File: src/sv/hkd_pkg.sv
// Shared constants, register codes and interface types of the heatmap keypoint decoder.
`default_nettype none

package hkd_pkg;

  // Default values of the top-level parameters.
  localparam int KEYPOINT_COUNT_DEF = 17;
  localparam int MAX_MAP_CELLS_DEF  = 4096;
  localparam int SCORE_BITS_DEF     = 16;

  // Fixed field widths.
  localparam int KP_W       = 5;
  localparam int NET_W      = 11;
  localparam int SRC_W      = 14;
  localparam int COL_W      = NET_W - 2;
  localparam int POS_W      = 14;
  localparam int CFG_IDX_W  = 2;
  localparam int CFG_DATA_W = 14;

  localparam logic [POS_W-1:0] POS_MAX = {POS_W{1'b1}};

  // Register reset values.
  localparam logic [NET_W-1:0] NET_WIDTH_RST   = NET_W'(192);
  localparam logic [NET_W-1:0] NET_HEIGHT_RST  = NET_W'(256);
  localparam logic [SRC_W-1:0] SOURCE_COLS_RST = SRC_W'(192);
  localparam logic [SRC_W-1:0] SOURCE_ROWS_RST = SRC_W'(256);
  localparam logic [NET_W-1:0] NET_DIM_MIN     = NET_W'(4);

  // Configuration register indexes.
  typedef enum logic [CFG_IDX_W-1:0] {
    CFG_NET_WIDTH   = 2'd0,
    CFG_NET_HEIGHT  = 2'd1,
    CFG_SOURCE_COLS = 2'd2,
    CFG_SOURCE_ROWS = 2'd3
  } cfg_reg_t;

  // Map geometry and rescale ratio derived from the configuration.
  typedef struct packed {
    logic [COL_W-1:0] cols;
    logic [SRC_W-1:0] num;
    logic [NET_W-1:0] den;
  } geom_t;

  // Status of the end-of-map refinement unit.
  typedef struct packed {
    logic busy;
    logic res_valid;
  } refine_status_t;

endpackage

`default_nettype wire

File: src/sv/hkd_divider.sv
// Restoring radix-2 divider that produces one quotient bit per cycle.
`default_nettype none

module hkd_divider #(
  parameter int NUM_W = 16,
  parameter int DEN_W = 8,
  localparam int STEP_W = $clog2(NUM_W + 1)
) (
  input  logic             clk,
  input  logic             rst,
  input  logic             start,
  input  logic [NUM_W-1:0] dividend,
  input  logic [DEN_W-1:0] divisor,
  output logic             done,
  output logic [NUM_W-1:0] quotient,
  output logic [DEN_W-1:0] remainder
);

  logic              active;
  logic [STEP_W-1:0] steps;
  logic [NUM_W-1:0]  quo;
  logic [DEN_W-1:0]  rem;
  logic [DEN_W:0]    trial;
  logic [DEN_W:0]    diff;
  logic              fits;

  always_comb begin
    trial = {rem, quo[NUM_W-1]};
    diff  = trial - {1'b0, divisor};
    fits  = trial >= {1'b0, divisor};
  end

  always_ff @(posedge clk) begin
    if (rst) begin
      active <= 1'b0;
      done   <= 1'b0;
      steps  <= '0;
    end else begin
      done <= 1'b0;
      if (start) begin
        active <= 1'b1;
        steps  <= STEP_W'(NUM_W);
      end else if (active) begin
        steps <= steps - STEP_W'(1);
        if (steps == STEP_W'(1)) begin
          active <= 1'b0;
          done   <= 1'b1;
        end
      end
    end
  end

  // The partial remainder always stays below a nonzero divisor.
  always_ff @(posedge clk) begin
    if (start) begin
      quo <= dividend;
      rem <= '0;
    end else if (active) begin
      quo <= {quo[NUM_W-2:0], fits};
      rem <= fits ? diff[DEN_W-1:0] : trial[DEN_W-1:0];
    end
  end

  assign quotient  = quo;
  assign remainder = rem;

endmodule

`default_nettype wire

File: src/sv/hkd_geometry.sv
// Configuration registers and the derived map geometry and rescale ratio.
`default_nettype none

module hkd_geometry import hkd_pkg::*; #(
  parameter int MAX_MAP_CELLS = MAX_MAP_CELLS_DEF,
  localparam int CELLS_W = $clog2(MAX_MAP_CELLS + 1)
) (
  input  logic                  clk,
  input  logic                  rst,
  input  logic                  cfg_valid,
  output logic                  cfg_ready,
  input  logic [CFG_IDX_W-1:0]  cfg_index,
  input  logic [CFG_DATA_W-1:0] cfg_data,
  output geom_t                 geom,
  output logic [CELLS_W-1:0]    cells,
  output logic                  geom_ready
);

  localparam int COL_LIM = (MAX_MAP_CELLS < (1 << COL_W) - 1) ? MAX_MAP_CELLS
                                                               : (1 << COL_W) - 1;
  localparam int CMP_W   = (CELLS_W > COL_W) ? CELLS_W : COL_W;
  localparam int CROSS_W = SRC_W + NET_W;

  typedef enum logic [2:0] {
    G_START,
    G_DIV,
    G_MUL,
    G_CROSS,
    G_SEL,
    G_DONE
  } geom_state_t;

  geom_state_t          state;
  logic [NET_W-1:0]     net_width;
  logic [NET_W-1:0]     net_height;
  logic [SRC_W-1:0]     source_cols;
  logic [SRC_W-1:0]     source_rows;
  logic [NET_W-1:0]     w_eff;
  logic [NET_W-1:0]     h_eff;
  logic [COL_W-1:0]     cols0;
  logic [COL_W-1:0]     rows0;
  logic [COL_W-1:0]     cols_c;
  logic [COL_W-1:0]     rows;
  logic [2*COL_W-1:0]   cell_prod;
  logic [CROSS_W-1:0]   cross_a;
  logic [CROSS_W-1:0]   cross_b;
  logic                 cfg_wr;
  logic                 div_start;
  logic                 div_done;
  logic [CELLS_W-1:0]   div_quo;
  logic [COL_W-1:0]     div_rem;

  assign cfg_ready = 1'b1;
  assign cfg_wr    = cfg_valid && cfg_ready;

  always_ff @(posedge clk) begin
    if (rst) begin
      net_width   <= NET_WIDTH_RST;
      net_height  <= NET_HEIGHT_RST;
      source_cols <= SOURCE_COLS_RST;
      source_rows <= SOURCE_ROWS_RST;
    end else if (cfg_wr) begin
      case (cfg_reg_t'(cfg_index))
        CFG_NET_WIDTH:   net_width   <= cfg_data[NET_W-1:0];
        CFG_NET_HEIGHT:  net_height  <= cfg_data[NET_W-1:0];
        CFG_SOURCE_COLS: source_cols <= cfg_data[SRC_W-1:0];
        CFG_SOURCE_ROWS: source_rows <= cfg_data[SRC_W-1:0];
        default: ;
      endcase
    end
  end

  always_comb begin
    w_eff     = (net_width < NET_DIM_MIN) ? NET_DIM_MIN : net_width;
    h_eff     = (net_height < NET_DIM_MIN) ? NET_DIM_MIN : net_height;
    cols0     = w_eff[NET_W-1:2];
    rows0     = h_eff[NET_W-1:2];
    cols_c    = (cols0 > COL_W'(COL_LIM)) ? COL_W'(COL_LIM) : cols0;
    cell_prod = cols_c * rows;
    div_start = (state == G_START);
  end

  // Row limit is the number of whole rows of this width that fit in the store.
  hkd_divider #(
    .NUM_W (CELLS_W),
    .DEN_W (COL_W)
  ) u_row_div (
    .clk       (clk),
    .rst       (rst),
    .start     (div_start),
    .dividend  (CELLS_W'(MAX_MAP_CELLS)),
    .divisor   (cols_c),
    .done      (div_done),
    .quotient  (div_quo),
    .remainder (div_rem)
  );

  always_ff @(posedge clk) begin
    if (rst) begin
      state      <= G_START;
      geom_ready <= 1'b0;
    end else if (cfg_wr) begin
      state      <= G_START;
      geom_ready <= 1'b0;
    end else begin
      case (state)
        G_START: state <= G_DIV;
        G_DIV: begin
          if (div_done) begin
            rows  <= (CMP_W'(div_quo) < CMP_W'(rows0)) ? COL_W'(div_quo) : rows0;
            state <= G_MUL;
          end
        end
        G_MUL: begin
          cells   <= CELLS_W'(cell_prod);
          cross_a <= source_cols * h_eff;
          state   <= G_CROSS;
        end
        G_CROSS: begin
          cross_b <= source_rows * w_eff;
          state   <= G_SEL;
        end
        G_SEL: begin
          geom.cols <= cols_c;
          if (cross_a >= cross_b) begin
            geom.num <= source_cols;
            geom.den <= w_eff;
          end else begin
            geom.num <= source_rows;
            geom.den <= h_eff;
          end
          geom_ready <= 1'b1;
          state      <= G_DONE;
        end
        G_DONE: ;
        default: state <= G_START;
      endcase
    end
  end

endmodule

`default_nettype wire

File: config.mk
export PLATFORM = sky130hd
export DESIGN_NAME = hkd_geometry
export DESIGN_NICKNAME = d
export VERILOG_FILES = /design/src/sv/hkd_pkg.sv /design/src/sv/hkd_divider.sv /design/src/sv/hkd_geometry.sv
export SDC_FILE = /design/constraint.sdc
export NUM_CORES = 1
export LEC_CHECK = 0
export BUFFER_PORTS_ARGS = -buffer_cell sky130_fd_sc_hd__buf_4
export CORE_MARGIN = 2
export CORE_UTILIZATION = 64
export DETAILED_ROUTE_END_ITERATION = 16
export PLACE_DENSITY = 0.85
export SETUP_SLACK_MARGIN = 0.02
export SLEW_MARGIN = 20
export SYNTH_ARGS = -nofsm -noshare
export SYNTH_HDL_FRONTEND = slang
export SYNTH_HIERARCHICAL = 1
export SYNTH_SLANG_ARGS = --single-unit
File: constraint.sdc
create_clock -name clk -period 7.2 [get_ports clk]
set_input_delay 1.44 -clock clk [delete_from_list [all_inputs] [get_ports clk]]
set_output_delay 1.44 -clock clk [all_outputs]
set_load 0.005 [all_outputs]
# Yosys cells after proc, flatten, opt, wreduce, memory -nomap -nowiden
# Index checks and enable logic that the tools add are counted.
# word_totals
out_inout_bits	49
regBits	188
wordCells	73
# op_classes
n_lt_le_gt_ge	6
n_reduce_logical	15
n_addsub	2
bitwise	4
eq_ne	10
mul	3
muxes	14
# op_table
cell	count
14-bit by 11-bit multiplier with 25-bit output	2
9-bit two-way mux	3
25-bit >= comparator	1
25-bit two-way mux	1
11-bit by 3-bit < comparator with 1-bit output, second input constant	2
11-bit two-way mux	2
3-bit one-hot mux with 6 select lines	1
13-bit by 9-bit < comparator with 1-bit output	1
9-bit by 9-bit multiplier with 13-bit output	1
10-bit by 9-bit >= comparator with 1-bit output	1
2-bit AND reduction	5
9-bit > comparator, second input constant	1
3-bit AND reduction	3
9-bit subtractor	1
4-bit two-way mux	2
3-bit by 2-bit == test with 1-bit output, second input constant	2
3-bit == test, second input constant	2
2-bit == test, second input constant	2
4-bit by 1-bit == test with 1-bit output, second input constant	1
1-bit two-way mux	4
1-bit inverter	4
4-bit AND reduction	1
2-bit OR reduction	2
4-bit by 1-bit subtractor with 4-bit output, second input constant	1
other kinds (8)	8

# Depth between registers and ports, before layout
# logic_depth
word_depth	6
depth_mapped	24
ltp_nobuf	22

# Cells and area by module
# Netlist, hierarchy kept.
# by_module_without_submodules
mod	seq_area_each_um2	instances	area_each_um2	cells_each
hkd_geometry	4264.1	1	18531.5	1951
hkd_divider	690.7	1	1724.2	171

# Worst setup path after synthesis
# No wires, ideal clock.
# synth_path
path_type	register to register
from	reg net_width[3]
to	reg cross_b[24], data pin
setup_ns	0.260
setup_slack_ns	1.400
path_buffers	2
path_stages_with_launch	23
period_less_slack_ns	5.800
t_required_ns	6.940
t_arrival_ns	5.540
path_cell_list	dfxtp_1 clkbuf_1 nor4_1 nand2_1 nand2b_1 clkbuf_1 nand2_1 fa_1 fa_1 inv_1 fa_1 fa_1 inv_1 fa_1 inv_1 ha_1 a21o_1 a2111oi_4 o32ai_1 a211oi_1 a21oi_1 nor2_1 xnor2_1
# synth_between
elab_chain_len	3
# synth_rtl
element	line	source
start, declared	hkd_geometry.sv:34	logic [NET_W-1:0] net_width;
start signal, assigned	hkd_geometry.sv:64	CFG_NET_WIDTH: net_width <= cfg_data[NET_W-1:0];
11-bit by 3-bit < comparator with 1-bit output	hkd_geometry.sv:74	w_eff = (net_width < NET_DIM_MIN) ? NET_DIM_MIN : net_width;
11-bit two-way mux (*)	hkd_geometry.sv:74	
14-bit by 11-bit multiplier with 25-bit output (*)	hkd_geometry.sv:120	cross_b <= source_rows * w_eff;
end signal, assigned	hkd_geometry.sv:120	
end, declared	hkd_geometry.sv:46	logic [CROSS_W-1:0] cross_b;
# Mark *: on every way between the ends. The rest lies on a longest branch, timed or not.
# A chain may end at the register's enable or synchronous reset.

# Worst setup path after layout
# Same ends and word-level chain as after synthesis.

==> results by group <==
Routing
  • DR vias/cell: approximately 5.9
  • # DRC: 0
  • Initial drt markers: approximately 1300
  • WL per Instance: between 15 and 20 um
  • Routed wire length: 47.4 mm
  • Vias: about 15000
  • Post-route ant nets: 0
  • DRT Pass-1 Iters: 8

CTS
  • CTS buffer count: 17
  • Clk slew on worst S/H paths: 0.08 ns
  • Worst skew pair latency: roughly 0.48 ns
  • Clk buf depth: 2
  • Clk root buf: clkbuf_16
  • Post CTS Setup Buffer Count: 0
  • CTS tree: done
  • Clock Sinks: ~190
  • Hold buffers post-CTS: 0
  • PostCTS Resize Cnt: 0
  • H-tree depth: 4

Worst setup path
  • Worst setup endpoint: cross_b[24]
  • Worst setup SP type: register
  • CP startpoint: net_width[3]
  • Worst EP arrival: between 6 and 7 ns
  • Setup CP Type: register to register
  • Worst r2r path cells: 20
  • CP endpoint kind: register
  • R2r setup slk: 0.65 ns
  • Critical path required time: ~7.4 ns
  • Worst r2r dst: cross_b[24]
  • R2r startpoint: net_width[3]
  • CP max FO: 15

Worst hold path
  • Hold Crit Class: register to register

Synthesis
  • Post-Synth Adder-Cell Area: between 30% and 40%
  • Yosys top cell area share: roughly 25%
  • Largest family of logic cells by synthesized area: adder cells
  • Post-synthesis mux area share: under 10%
  • Synth Area per Inst: between 9 and 10 sq um
  • Synthesized cell area: approximately 0.02 sq mm
  • YS warnings: 6
  • Yosys cell types: 73
  • Post-synth EDFFs: 119
  • Synth Area in Compound Gates: under 10%
  • Primary FF master, synth: edfxtp_1
  • Asr flop ratio synth: 0%
  • Register area share after synthesis: 24.5%
  • Mapped Cells: 2122
  • Top post-synthesis cells by area: fa_1 (25%), edfxtp_1 (18%), ha_1 (12%)
  • Synth Area in Simple Gates: 16.0%
  • Leading area contributor after synthesis: fa_1
  • Xor/xnor share of the synthesized area: roughly 2.8%
  • #FFs+latches synth: between 150 and 200

STA
  • Fin crit period: between 6 and 7 ns
  • Fmax: 0.153 GHz
  • Setup tns final: 0 ns
  • Slew HR: 24.1%
  • Final period util: about 91%
  • Slew Limit Fails: 0
  • RSZ-0062 raised after global routing: no
  • Slew of the pin with the lowest slew margin: 1.14 ns
  • Hold slack final: between 0.4 and 0.5 ns
  • Final Hold Fails: 0
  • Layout Skew: roughly 0.022 ns
  • Setup violators final: 0

Floorplanning
  • Starting Density: 64.5%
  • Row count: 65
  • Die Y: ~180 um
  • Core ar.: around 0.031 sq mm
  • Top Ports: around 70
  • Die area: about 0.033 sq mm
  • Chip Width: 182 um

Placed design
  • GP Congestion: ~0.98
  • DP HPWL: about 35 mm
  • PortBufs: 66

Pwr
  • Seq pwr share: 45.0%
  • Switch share: between 30% and 40%
  • LEAKAGE: roughly 10 nW
  • Worst vdd ir: about 0.14 mV
  • Gate power share: a little under a fifth
  • Power per cell area: 126 mW/mm^2
  • Clock power share: a little over a third
  • Cell Int Power: 0.00188 W
  • Switching power: roughly 0.00085 W

Global route
  • Overall global routing resource usage: between 20% and 30%
  • GRT Residual Overflow: 0
  • Vias in the first global route: 15500
  • Initial antenna violation count: 0
  • First-pass GRT wire length: about 77 mm
  • Largest net degree at the start of global routing: slightly above 60

Status
  • Outcome: finished, final reports clean

Final layout
  • Antenna cell count: 0
  • Commonest non-fill, non-tap cell in the layout: inv_1
  • Area grow syn2layout: 6.71%
  • Final #Nets: between 2000 and 3000
  • Commonest non-fill, non-tap cells in the layout: inv_1 (370), nand2_1 (332), fa_1 (257), ha_1 (192), and2_1 (185)
  • Layout cells sized above 1: under 10%
  • Fill cells: about 2300

Flow run
  • Max_cap viols: 0
## per-stage QoR
| stage | setup WS, ns | power, W | cells | area (sq um) | utilization (%) |
|---|---|---|---|---|---|
| 6_report | 0.651 | 0.00273 | 2540 | 21600 | 68.9 |
| 5_1_grt | 0.362 | 0.00284 | 2540 | 21600 | 68.9 |
| 4_1_cts | 0.713 | 0.00273 | 2540 | 21600 | 68.9 |
| 3_5_place_dp | 0.803 | 0.00174 | 2508 | 21000 | 66.9 |
| 3_3_place_gp | 1.04 | 0.00172 | 2508 | 21000 | 66.9 |
| 2_1_floorplan | 1.40 | 0.00161 | 2134 | 20300 | - |
## state kept, by name, indices dropped and copies added (netlist names), 3 cells and up
| register | count |
|---|---|
| u_row_div/remainder | 9 |
| state | 3 |
| cross_b | 25 |
| geom | 34 |
| rows | 9 |
| net_height | 11 |
| u_row_div/steps | 4 |
| u_row_div/quotient | 13 |
| cross_a | 25 |
| source_cols | 14 |
| net_width | 11 |
| source_rows | 14 |
| cells | 13 |
## cells by family after synthesis
family	after synthesis
flops	188
other cells	2
fa+ha+maj	449
buf+inv	484
mux	57
simple gates	667
xor+xnor	65
compound gates	210
## cells in the mapped netlist (all sizes together) (3+ instances only)
| cell | number |
|---|---|
| inv | 370 |
| nand2 | 332 |
| fa | 257 |
| ha | 192 |
| and2 | 185 |
| edfxtp | 119 |
| clkbuf | 103 |
| a21oi | 94 |
| dfxtp | 69 |
| mux2 | 49 |
| nor2 | 47 |
| xnor2 | 41 |
| o21ai | 27 |
| xor2 | 24 |
| a21o | 19 |
| a211oi | 17 |
| nand2b | 17 |
| nor2b | 15 |
| buf | 11 |
| nor3 | 11 |
| o21a | 11 |
| nand3 | 10 |
| nand3b | 10 |
| mux2i | 8 |
| nor4 | 8 |
| nand4 | 7 |
| and3 | 6 |
| or2 | 6 |
| a2111oi | 5 |
| o211ai | 5 |
| a31oi | 4 |
| a211o | 3 |
| nor4b | 3 |
| o221ai | 3 |
## routing by layer
layer / wire length [um] / track usage [%] / vias to the layer above
met4: 2980 / 18.8 / 0
met5: 0 / 0 / -
li1: - / - / 6672
met3: 3840 / 5.15 / 206
met1: 17500 / 36.8 / 7317
met2: 23100 / 49.6 / 746
## critical path, stage by stage, from the launching register on
cell and delay, ns:
dfxtp_1 0.33, nor4_1 0.34, nand2_1 0.15, nand2b_1 0.56, nand2_1 0.19, fa_1 0.61
fa_1 0.45, fa_1 0.56, inv_1 0.06, fa_1 0.49, inv_1 0.05, fa_1 0.48
inv_1 0.05, ha_1 0.37, a211oi_2 0.13, and3_1 0.20, a211oi_1 0.65, a211oi_1 0.22
a21oi_1 0.20, nor2_1 0.07, xnor2_1 0.12
## area by class of cell
| type | instances | area [sq um] | share of cell area, % |
|---|---|---|---|
| inverters | 370 | 1390 | 6.43 |
| flip-flops and latches | 188 | 4950 | 22.9 |
| repair buffers | 86 | 646 | 2.99 |
| multi-input cells | 1462 | 13500 | 62.5 |
| clock inverters | 13 | 161 | 0.747 |
| well taps | 402 | 503 | 2.33 |
| clock buffers | 19 | 454 | 2.10 |
## power by group through the flow
stage	clock network [W]	logic, W	registers, W
after floorplan	0	0.000400	0.00121
after global placement	0	0.000474	0.00125
after detailed placement	0	0.000497	0.00125
after CTS	0.00100	0.000505	0.00122
after global routing	0.00104	0.000572	0.00123
final	0.000995	0.000506	0.00123
## worst min-delay path by stage
stage / start / cells past startpoint / endpoint / slack [ns]
final: net_height[0] / 2 / net_height[0] / 0.46
after global routing: net_width[1] / 2 / net_width[1] / 0.49
after CTS: net_height[0] / 2 / net_height[0] / 0.46
after detailed placement: net_height[0] / 2 / net_height[0] / 0.44
after global placement: net_width[1] / 2 / net_width[1] / 0.44
after floorplan: net_height[0] / 2 / net_height[0] / 0.43
No activity file was read; power rests on OpenSTA's default activity.
